File: src/hw/rtl/rcs_pkg.sv
// ----------------------------------------------------------------------------
// rcs_pkg
// Shared constants, types and the CRC helper of the RTU coil server.
// ----------------------------------------------------------------------------
`default_nettype none

package rcs_pkg;

	localparam int COIL_COUNT      = 8;
	localparam int REQ_STORE_BYTES = 16;

	// Coil data bytes a valid request can ever carry.
	localparam int DATA_BYTES = (COIL_COUNT + 7) / 8;
	localparam int DW         = DATA_BYTES * 8;
	// Leading request bytes that are ever read: header, byte count, coil data.
	localparam int HDR_BYTES  = (7 + DATA_BYTES < REQ_STORE_BYTES) ?
	                            7 + DATA_BYTES : REQ_STORE_BYTES;
	localparam int HI_W       = $clog2(HDR_BYTES);

	// Response body bytes (CRC excluded).
	localparam int FR_BYTES   = (3 + DATA_BYTES > 6) ? 3 + DATA_BYTES : 6;
	localparam int FI_W       = $clog2(FR_BYTES);
	localparam int FC_W       = $clog2(FR_BYTES + 2) + 1;

	localparam logic [8:0]  SEEN_MAX  = 9'd511;
	localparam logic [15:0] CRC_INIT  = 16'hFFFF;
	localparam logic [15:0] CRC_POLY  = 16'hA001;
	localparam logic [15:0] COIL_ON   = 16'hFF00;
	localparam logic [7:0]  EXC_FLAG  = 8'h80;

	localparam logic [7:0] FC_READ_COILS  = 8'h01;
	localparam logic [7:0] FC_WRITE_COIL  = 8'h05;
	localparam logic [7:0] FC_WRITE_COILS = 8'h0F;

	localparam logic [7:0] EXC_BAD_FUNC  = 8'h01;
	localparam logic [7:0] EXC_BAD_ADDR  = 8'h02;
	localparam logic [7:0] EXC_BAD_VALUE = 8'h03;

	typedef enum logic [1:0] {
		JOB_FAULT,
		JOB_READ,
		JOB_WR1,
		JOB_WRM
	} job_kind_t;

	typedef struct packed {
		job_kind_t                   kind;
		logic [7:0]                  code;
		logic [5:0][7:0]             hdr;   // request bytes 0..5
		logic [DATA_BYTES-1:0][7:0]  data;  // coil data bytes 7..
	} job_t;

	function automatic logic [15:0] crc_byte(input logic [15:0] c, input logic [7:0] b);
		logic [15:0] r;
		r = c ^ {8'h00, b};
		for (int k = 0; k < 8; k++) begin
			r = r[0] ? ((r >> 1) ^ CRC_POLY) : (r >> 1);
		end
		return r;
	endfunction

endpackage

`default_nettype wire

File: src/hw/rtl/rtu_coil_slave.sv
// ----------------------------------------------------------------------------
// rtu_coil_slave
// Modbus RTU coil server: read coils, write single coil, write coils.
// ----------------------------------------------------------------------------
// Request side is a queue write port: a beat of rx_byte/frame_end is taken
// on a clock edge with push high and full low; frame_end marks the last
// byte of a request, its CRC included (the CRC is not checked).
// Reply side is a queue read port: while empty is low, tx_byte, tx_last and
// coil_levels show the oldest reply beat and pop takes it; tx_last marks the
// high CRC byte. Frames under four bytes are counted and dropped silently.
// The last request beat is queued; the reply engine then loads the request,
// builds the reply and registers its first beat, then one reply beat per
// cycle while pop is held, the CRC folded in a byte per cycle. The engine
// takes the next request once the high CRC byte is loaded.
// A two-entry request queue lets the collector run ahead; full rises when
// both entries wait, which holds off every request beat.
// When the receiver stalls, hold the beat in the output register and the
// reply engine waits. Reset clears the coils, the byte count and the queue.
// ----------------------------------------------------------------------------
`default_nettype none

module rtu_coil_slave (
	input  wire logic       clk,
	input  wire logic       arst_n,
	input  wire logic       push,
	output logic            full,
	input  wire logic [7:0] rx_byte,
	input  wire logic       frame_end,
	output logic            empty,
	input  wire logic       pop,
	output logic [7:0]      tx_byte,
	output logic            tx_last,
	output logic [7:0]      coil_levels
);

	rcs_pkg::job_t fj, bj;
	logic          accept, fpush, fpop, fempty;

	// Take a beat only while the request queue has room.
	assign accept = push && !full;

	rcs_front u_front (
		.clk       (clk),
		.arst_n    (arst_n),
		.accept    (accept),
		.rx_byte   (rx_byte),
		.frame_end (frame_end),
		.job       (fj),
		.job_push  (fpush)
	);

	rcs_job_fifo u_fifo (
		.clk    (clk),
		.arst_n (arst_n),
		.push   (fpush),
		.din    (fj),
		.pop    (fpop),
		.dout   (bj),
		.full   (full),
		.empty  (fempty)
	);

	rcs_back u_back (
		.clk         (clk),
		.arst_n      (arst_n),
		.job         (bj),
		.job_valid   (!fempty),
		.job_pop     (fpop),
		.pop         (pop),
		.empty       (empty),
		.tx_byte     (tx_byte),
		.tx_last     (tx_last),
		.coil_levels (coil_levels)
	);

endmodule

`default_nettype wire

File: src/hw/rtl/rcs_front.sv
// ----------------------------------------------------------------------------
// rcs_front
// Collects request bytes, counts the frame and classifies it at its end.
// ----------------------------------------------------------------------------
`default_nettype none

module rcs_front (
	input  wire logic         clk,
	input  wire logic         arst_n,
	input  wire logic         accept,
	input  wire logic [7:0]   rx_byte,
	input  wire logic         frame_end,
	output rcs_pkg::job_t     job,
	output logic              job_push
);

	logic [8:0] count_q;
	logic [7:0] store_q [rcs_pkg::HDR_BYTES];

	always_ff @(posedge clk or negedge arst_n) begin
		if (!arst_n) begin
			count_q <= '0;
		end else if (accept) begin
			if (frame_end) count_q <= '0;
			else if (count_q != rcs_pkg::SEEN_MAX) count_q <= count_q + 9'd1;
		end
	end

	always_ff @(posedge clk) begin
		if (accept && count_q < 9'(rcs_pkg::HDR_BYTES))
			store_q[count_q[rcs_pkg::HI_W-1:0]] <= rx_byte;
	end

	// Request bytes as seen at the last beat; bytes past the frame read 0.
	logic [7:0] b [rcs_pkg::HDR_BYTES];
	always_comb begin
		for (int i = 0; i < rcs_pkg::HDR_BYTES; i++) begin
			if (9'(i) < count_q) b[i] = store_q[i];
			else if (9'(i) == count_q) b[i] = rx_byte;
			else b[i] = 8'h00;
		end
	end

	logic [8:0]  len;
	logic [15:0] addr, qty;
	logic [16:0] span;
	logic [13:0] need;
	logic        range_bad;
	logic [7:0]  bcb;

	assign len       = (count_q == rcs_pkg::SEEN_MAX) ? count_q : count_q + 9'd1;
	assign addr      = {b[2], b[3]};
	assign qty       = {b[4], b[5]};
	assign span      = {1'b0, addr} + {1'b0, qty};
	assign range_bad = (qty == 16'd0) || (span > 17'(rcs_pkg::COIL_COUNT));
	assign need      = 14'(({1'b0, qty} + 17'd7) >> 3);
	assign bcb       = (rcs_pkg::HDR_BYTES > 6) ? b[6 % rcs_pkg::HDR_BYTES] : 8'h00;

	always_comb begin
		job.code = 8'h00;
		for (int i = 0; i < 6; i++) job.hdr[i] = b[i];
		for (int j = 0; j < rcs_pkg::DATA_BYTES; j++)
			job.data[j] = (7 + j < rcs_pkg::HDR_BYTES) ?
			              b[(7 + j) % rcs_pkg::HDR_BYTES] : 8'h00;
		case (b[1])
			rcs_pkg::FC_READ_COILS: begin
				job.kind = rcs_pkg::JOB_READ;
				if (len < 9'd8) begin
					job.kind = rcs_pkg::JOB_FAULT; job.code = rcs_pkg::EXC_BAD_VALUE;
				end else if (range_bad) begin
					job.kind = rcs_pkg::JOB_FAULT; job.code = rcs_pkg::EXC_BAD_ADDR;
				end
			end
			rcs_pkg::FC_WRITE_COIL: begin
				job.kind = rcs_pkg::JOB_WR1;
				if (len < 9'd8) begin
					job.kind = rcs_pkg::JOB_FAULT; job.code = rcs_pkg::EXC_BAD_VALUE;
				end else if (addr >= 16'(rcs_pkg::COIL_COUNT)) begin
					job.kind = rcs_pkg::JOB_FAULT; job.code = rcs_pkg::EXC_BAD_ADDR;
				end else if (qty != 16'h0000 && qty != rcs_pkg::COIL_ON) begin
					job.kind = rcs_pkg::JOB_FAULT; job.code = rcs_pkg::EXC_BAD_VALUE;
				end
			end
			rcs_pkg::FC_WRITE_COILS: begin
				job.kind = rcs_pkg::JOB_WRM;
				if (len < 9'd9) begin
					job.kind = rcs_pkg::JOB_FAULT; job.code = rcs_pkg::EXC_BAD_VALUE;
				end else if (range_bad) begin
					job.kind = rcs_pkg::JOB_FAULT; job.code = rcs_pkg::EXC_BAD_ADDR;
				end else if ({6'd0, bcb} != need ||
				             {1'b0, len} < 10'd9 + {2'd0, bcb}) begin
					job.kind = rcs_pkg::JOB_FAULT; job.code = rcs_pkg::EXC_BAD_VALUE;
				end
			end
			default: begin
				job.kind = rcs_pkg::JOB_FAULT; job.code = rcs_pkg::EXC_BAD_FUNC;
			end
		endcase
	end

	// Frames under four bytes get no reply.
	assign job_push = accept && frame_end && (len >= 9'd4);

endmodule

`default_nettype wire

File: src/hw/rtl/rcs_job_fifo.sv
// ----------------------------------------------------------------------------
// rcs_job_fifo
// Two-entry queue of classified requests between front and back.
// ----------------------------------------------------------------------------
`default_nettype none

module rcs_job_fifo (
	input  wire logic          clk,
	input  wire logic          arst_n,
	input  wire logic          push,
	input  wire rcs_pkg::job_t din,
	input  wire logic          pop,
	output rcs_pkg::job_t      dout,
	output logic               full,
	output logic               empty
);

	rcs_pkg::job_t mem_q [2];
	logic       wr_q, rd_q;
	logic [1:0] cnt_q;

	assign full  = (cnt_q == 2'd2);
	assign empty = (cnt_q == 2'd0);
	assign dout  = mem_q[rd_q];

	always_ff @(posedge clk or negedge arst_n) begin
		if (!arst_n) begin
			wr_q  <= 1'b0;
			rd_q  <= 1'b0;
			cnt_q <= '0;
		end else begin
			if (push) wr_q <= ~wr_q;
			if (pop)  rd_q <= ~rd_q;
			if (push && !pop) cnt_q <= cnt_q + 2'd1;
			else if (pop && !push) cnt_q <= cnt_q - 2'd1;
		end
	end

	always_ff @(posedge clk) begin
		if (push) mem_q[wr_q] <= din;
	end

endmodule

`default_nettype wire

File: src/hw/rtl/rcs_back.sv
// ----------------------------------------------------------------------------
// rcs_back
// Serves one request: updates the coils, builds the reply and streams it
// out with its CRC through a one-beat output register.
// ----------------------------------------------------------------------------
`default_nettype none

module rcs_back (
	input  wire logic          clk,
	input  wire logic          arst_n,
	input  wire rcs_pkg::job_t job,
	input  wire logic          job_valid,
	output logic               job_pop,
	input  wire logic          pop,
	output logic               empty,
	output logic [7:0]         tx_byte,
	output logic               tx_last,
	output logic [7:0]         coil_levels
);

	typedef enum logic [2:0] {
		B_IDLE  = 3'b001,
		B_BUILD = 3'b010,
		B_SEND  = 3'b100
	} bstate_t;

	bstate_t                        state_q;
	rcs_pkg::job_t                  job_q;
	logic [rcs_pkg::COIL_COUNT-1:0] coil_q;
	logic [7:0]                     frame_q [rcs_pkg::FR_BYTES];
	logic [rcs_pkg::FC_W-1:0]       n_q, idx_q;
	logic [15:0]                    crc_q;
	logic                           out_valid_q, tx_last_q;
	logic [7:0]                     tx_byte_q, lv_q;

	assign job_pop     = (state_q == B_IDLE) && job_valid;
	assign empty       = !out_valid_q;
	assign tx_byte     = tx_byte_q;
	assign tx_last     = tx_last_q;
	assign coil_levels = lv_q;

	// Reply body and new coil state for the held request.
	logic [15:0]                    addr, qty;
	logic [rcs_pkg::DW-1:0]         cext, mask, rbits, dbits, sel, wbits;
	logic [rcs_pkg::COIL_COUNT-1:0] coil_n;
	logic [7:0]                     fr_n [rcs_pkg::FR_BYTES];
	logic [rcs_pkg::FC_W-1:0]       n_n;
	logic [7:0]                     bc;

	always_comb begin
		addr  = {job_q.hdr[2], job_q.hdr[3]};
		qty   = {job_q.hdr[4], job_q.hdr[5]};
		cext  = rcs_pkg::DW'(coil_q);
		mask  = ~({rcs_pkg::DW{1'b1}} << qty[7:0]);
		rbits = (cext >> addr[6:0]) & mask;
		dbits = job_q.data << addr[6:0];
		sel   = mask << addr[6:0];
		wbits = (cext & ~sel) | (dbits & sel);
		bc    = (qty[7:0] + 8'd7) >> 3;
		coil_n = coil_q;
		for (int i = 0; i < rcs_pkg::FR_BYTES; i++) fr_n[i] = 8'h00;
		for (int i = 0; i < 6; i++) fr_n[i] = job_q.hdr[i];
		n_n = rcs_pkg::FC_W'(6);
		case (job_q.kind)
			rcs_pkg::JOB_READ: begin
				fr_n[2] = bc;
				for (int j = 0; j < rcs_pkg::DATA_BYTES; j++)
					fr_n[3 + j] = rbits[8*j +: 8];
				n_n = rcs_pkg::FC_W'(3) + rcs_pkg::FC_W'(bc);
			end
			rcs_pkg::JOB_WR1: begin
				coil_n[addr[$clog2(rcs_pkg::COIL_COUNT)-1:0]] = (qty == rcs_pkg::COIL_ON);
			end
			rcs_pkg::JOB_WRM: begin
				coil_n = wbits[rcs_pkg::COIL_COUNT-1:0];
			end
			default: begin
				fr_n[1] = job_q.hdr[1] | rcs_pkg::EXC_FLAG;
				fr_n[2] = job_q.code;
				n_n     = rcs_pkg::FC_W'(3);
			end
		endcase
	end

	logic       ld;
	logic [7:0] nb;
	assign ld = !out_valid_q || pop;
	assign nb = frame_q[idx_q[rcs_pkg::FI_W-1:0]];

	always_ff @(posedge clk or negedge arst_n) begin
		if (!arst_n) begin
			state_q     <= B_IDLE;
			coil_q      <= '0;
			out_valid_q <= 1'b0;
		end else begin
			if (pop && out_valid_q) out_valid_q <= 1'b0;
			case (state_q)
				B_IDLE: begin
					if (job_valid) state_q <= B_BUILD;
				end
				B_BUILD: begin
					coil_q  <= coil_n;
					state_q <= B_SEND;
				end
				B_SEND: begin
					if (ld) begin
						out_valid_q <= 1'b1;
						if (idx_q == n_q + rcs_pkg::FC_W'(1)) state_q <= B_IDLE;
					end
				end
				default: state_q <= B_IDLE;
			endcase
		end
	end

	always_ff @(posedge clk) begin
		if (job_pop) job_q <= job;
		if (state_q == B_BUILD) begin
			for (int i = 0; i < rcs_pkg::FR_BYTES; i++) frame_q[i] <= fr_n[i];
			n_q   <= n_n;
			idx_q <= '0;
			crc_q <= rcs_pkg::CRC_INIT;
		end
		if (state_q == B_SEND && ld) begin
			idx_q <= idx_q + rcs_pkg::FC_W'(1);
			lv_q  <= 8'(64'(coil_q));
			if (idx_q < n_q) begin
				tx_byte_q <= nb;
				tx_last_q <= 1'b0;
				crc_q     <= rcs_pkg::crc_byte(crc_q, nb);
			end else if (idx_q == n_q) begin
				tx_byte_q <= crc_q[7:0];
				tx_last_q <= 1'b0;
			end else begin
				tx_byte_q <= crc_q[15:8];
				tx_last_q <= 1'b1;
			end
		end
	end

endmodule

`default_nettype wire

File: config.mk
export PLATFORM = sky130hd
export DESIGN_NAME = rtu_coil_slave
export DESIGN_NICKNAME = d
export VERILOG_FILES = /design/src/hw/rtl/rcs_pkg.sv /design/src/hw/rtl/rtu_coil_slave.sv /design/src/hw/rtl/rcs_front.sv /design/src/hw/rtl/rcs_job_fifo.sv /design/src/hw/rtl/rcs_back.sv
export SDC_FILE = /design/constraint.sdc
export NUM_CORES = 1
export LEC_CHECK = 0
export ABC_AREA = 0
export ABC_CLOCK_PERIOD_IN_PS = 12800
export BUFFER_PORTS_ARGS = -buffer_cell sky130_fd_sc_hd__buf_2
export CAP_MARGIN = 20
export CORE_MARGIN = 2
export CORE_UTILIZATION = 50
export DETAILED_ROUTE_END_ITERATION = 6
export HOLD_SLACK_MARGIN = 0.03
export PLACE_DENSITY_LB_ADDON = 0.2
export SYNTH_ARGS = -nofsm -noshare
export SYNTH_HDL_FRONTEND = slang
export SYNTH_SLANG_ARGS = --single-unit
export TNS_END_PERCENT = 50
File: constraint.sdc
create_clock -name clk -period 12.8 [get_ports clk]
set_clock_uncertainty 0.2 [all_clocks]
set_input_delay 1.28 -clock clk [delete_from_list [all_inputs] [get_ports clk]]
set_output_delay 1.28 -clock clk [all_outputs]
set_load 0.02 [all_outputs]
==> impl_results.md <==
- Core area: 35700 µm²
- CP Launch Type: flop
- Final setup margin: 7170 ps
- Max incr delay on CP: 560 ps
- Synthesized flop and latch total: 361
- Critical Path End Type: flop
- Port Buffer Count: 31
- Async SR Flop Fraction: 6.93%
- Hold Path Stages: 0
- Final Hold Vio Count: 0
- Clock Power Share: 21.9%
- Clock Path Buffers: 3
- Number of placement rows: 69
- Final non-filler cell total: 2038
- R2R Setup Slk: 7170 ps
- Worst EP arrival: 5750 ps
- Setup_tns: 0 ps
- Post-Syn Instances: 1548
- Die W: 195 µm
- WL/cell: 20.5 µm
- Die Y: 195 µm
- Slew headroom: 27.0%
- Share of the synthesized area in the top cell type: 52.4%
- TritonCTS buffer count: 38
- GRT Util Overall: 22.2%
- Post-route ant nets: 0
- FF-to-FF path depth: 18
- Worst slack, placed: 7080 ps
- Initial antenna violation count: 0
- Hold Buf Count CTS: 0
- Area delta synth->final: 9.77%
- Reg2reg end: u_fifo.mem_q[0][56]
- Dominant cells by area after synthesis: edfxtp_1, mux2_2, nand2_1, dfrtp_1, o21ai_0
- Number of global-route vias before repair: 11700
- Final setup viols: 0
- # DRC: 0
- Ant. Diodes: 0
- Yosys top cell by area: edfxtp_1
- Initial DRC count: 976
- Worst setup startpoint: u_front.count_q[5]
- Synth Warn #: 0
- Combinational group share of total power: 40.2%
- TritonCTS clock tree: done
- H-tree levels: 2
- Ys flop type: edfxtp_1
- First-pass GRT wire length: 65600 µm
- Final WL: 41800 µm
- Internal power: 0.00311 W
- Sequential area share after synthesis: 58.0%
- CTS clk-pin slew, worst paths: 60 ps
- Synthesized area per cell: 11.7 µm²
- LEAKAGE: 7.05 nW
- Via/cell ratio: 5.96
- Leading cell type in the layout, fill and taps excluded: edfxtp_1
- PwrDens: 252 nW/µm²
- Slew @ Worst Pin: 1090 ps
- Final net count: 1599
- Hold path start: u_back.fr_n[43]
- P_sw: 0.00191 W
- I/O Pins: 32
- Clk sinks: 361
- Seq pwr share: 37.9%
- Resize count post-CTS: 0
- Final Util: 55.9%
- Hold Crit Class: flop to flop
- Post-DP Area: 18700 µm²
- Reg2reg start: u_front.count_q[5]
- GR Overflow Total: 0
- WP data required: 12930 ps
- Layout fillers: 2979
- Max FO, Critical Path: 25
- F_max: 178 MHz
- Initial core utilization: 50.9%
- Cell at the slowest stage of the critical path: nand2_1
- Die area: 37800 µm²
- Dpl hpwl: 28900 µm
- Switching share of power: 38.0%
- RSZ-0062 raised after global routing: no
- Largest net degree at the start of global routing: 72
- Max-cap viol count: 0
- Root buffer cell: clkbuf_16
- Clock latency on the worst-skew pair: 560 ps
- Synth Cell Area: 18200 µm²
- Syn nets: 1599
- Cells along the critical path: nor2_1 > nand2_1 > nor2_1 > nand2_1 > o21ai_0 > a22o_1 > ha_1 > inv_1 > fa_1 > inv_1 > a21oi_1 > o21ai_0 > maj3_1 > nand4_1 > nor3b_1 > nor4_1 > o2111ai_1 > a31oi_1
- Top library cells by usage in the layout, fill and taps aside: edfxtp_1, nand2_1, nor2_1, o21ai_0, mux2_2
- Outcome: finished clean
- EDFF count, synth: 317
- Finished Cell Area: 19900 µm²
- Yosys cell types: 88
- Setup CP Type: flop to flop
- GP Congestion: 0.905
- Dpl cells: 1967
- Via count: 12200
- 1st-pass router iterations: 5
- Tcrit/Tclk final: 44.0%
- VDD IR-drop max: 156 µV
- Hold Path End: u_back.frame_q[0][3]
- Post-CTS Setup Inserts: 0
- Fraction of layout cells with a size suffix above 1: 14.5%
- Tmin final: 5630 ps
- Count of pins over their slew limit: 0
-- cell families (layout without fill, tap and decap cells) --
family	Yosys count	in the layout	synth area share [%]
adders and majority gates	39	39	2.72
xor gates and xnor gates	67	67	3.31
muxes	111	111	7.22
and+or+nand+nor	495	495	13.5
buffers and inverters	141	170	3.14
DFF	361	361	58.0
AOI/OAI and AO/OA	334	334	12.1
-- cell type report --
cell class	count	area (µm²)	area share, %
flip-flops and latches	361	10500	52.8
multi-input cells	1046	7070	35.5
clock buffers	49	1030	5.18
well taps	461	577	2.89
repair buffers	51	303	1.52
clock inverters	20	224	1.12
inverters	50	188	0.942
-- how the worst max path moves through the flow --
| stage | end | slack (ps) | cells past startpoint |
|---|---|---|---|
| 2_1_floorplan | u_fifo.mem_q[0][0] | 3230 | 17 |
| 3_3_place_gp | u_fifo.mem_q[0][65] | 7150 | 19 |
| 3_5_place_dp | u_fifo.mem_q[0][65] | 7080 | 19 |
| 4_1_cts | u_fifo.mem_q[1][65] | 7200 | 21 |
| 5_1_grt | u_fifo.mem_q[0][64] | 6690 | 19 |
| 6_report | u_fifo.mem_q[0][56] | 7170 | 18 |
-- power by group through the flow --
stage	Combinational, W	Sequential (W)	Clock [W]
floorplan	0.00159	0.00186	0
global placement	0.00199	0.00192	0
detailed placement	0.00200	0.00193	0
CTS	0.00202	0.00190	0.00112
global route	0.00223	0.00194	0.00117
finish	0.00202	0.00190	0.00110
-- through the flow --
stage / power, W / hold slack (ps)
floorplan: 0.00344 / 200
global placement: 0.00391 / 203
detailed placement: 0.00393 / 205
CTS: 0.00505 / 214
global route: 0.00533 / 221
finish: 0.00502 / 212
-- cells in the mapped netlist (19+ instances only) --
| master | n |
|---|---|
| a21o_1 | 22 |
| dfxtp_1 | 19 |
| xor2_1 | 24 |
| nand2_1 | 165 |
| nor4_1 | 22 |
| nand4_1 | 19 |
| nor3_1 | 47 |
| xnor2_1 | 42 |
| edfxtp_1 | 317 |
| dfrtp_1 | 24 |
| inv_1 | 49 |
| nand3_1 | 37 |
| clkbuf_1 | 73 |
| nor2_1 | 101 |
| mux2i_1 | 23 |
| a21oi_1 | 74 |
| o21ai_0 | 96 |
| mux2_2 | 80 |
| ha_1 | 37 |
-- state kept, by name (all words and copies together) (netlist names), 9 cells and up, named ones only --
| register | count |
|---|---|
| u_back.addr | 16 |
| u_back.job_q | 20 |
| u_back.frame_q | 48 |
| u_back.crc_q | 16 |
| u_front.store_q | 64 |
| u_back.fr_n | 24 |
| u_front.count_q | 9 |
| u_fifo.mem_q | 120 |
-- layer usage --
layer  part of all wire, %  routed length, µm  GRT usage [%]
met1                    44              18400           29.9
met2                    48              20200           37.1
met3                   4.9               2070           2.65
met4                   2.8               1170           7.92
met5                     0                  0              0
-- critical path, delay by kind of cell (launching register included) --
kind	cells	cell delay, ps
simple gates	7	2250
compound gates	6	1320
fa+ha+maj	3	950
flops	1	550
buf+inv	2	130
Note: power is estimated with default switching activity, not from simulation.
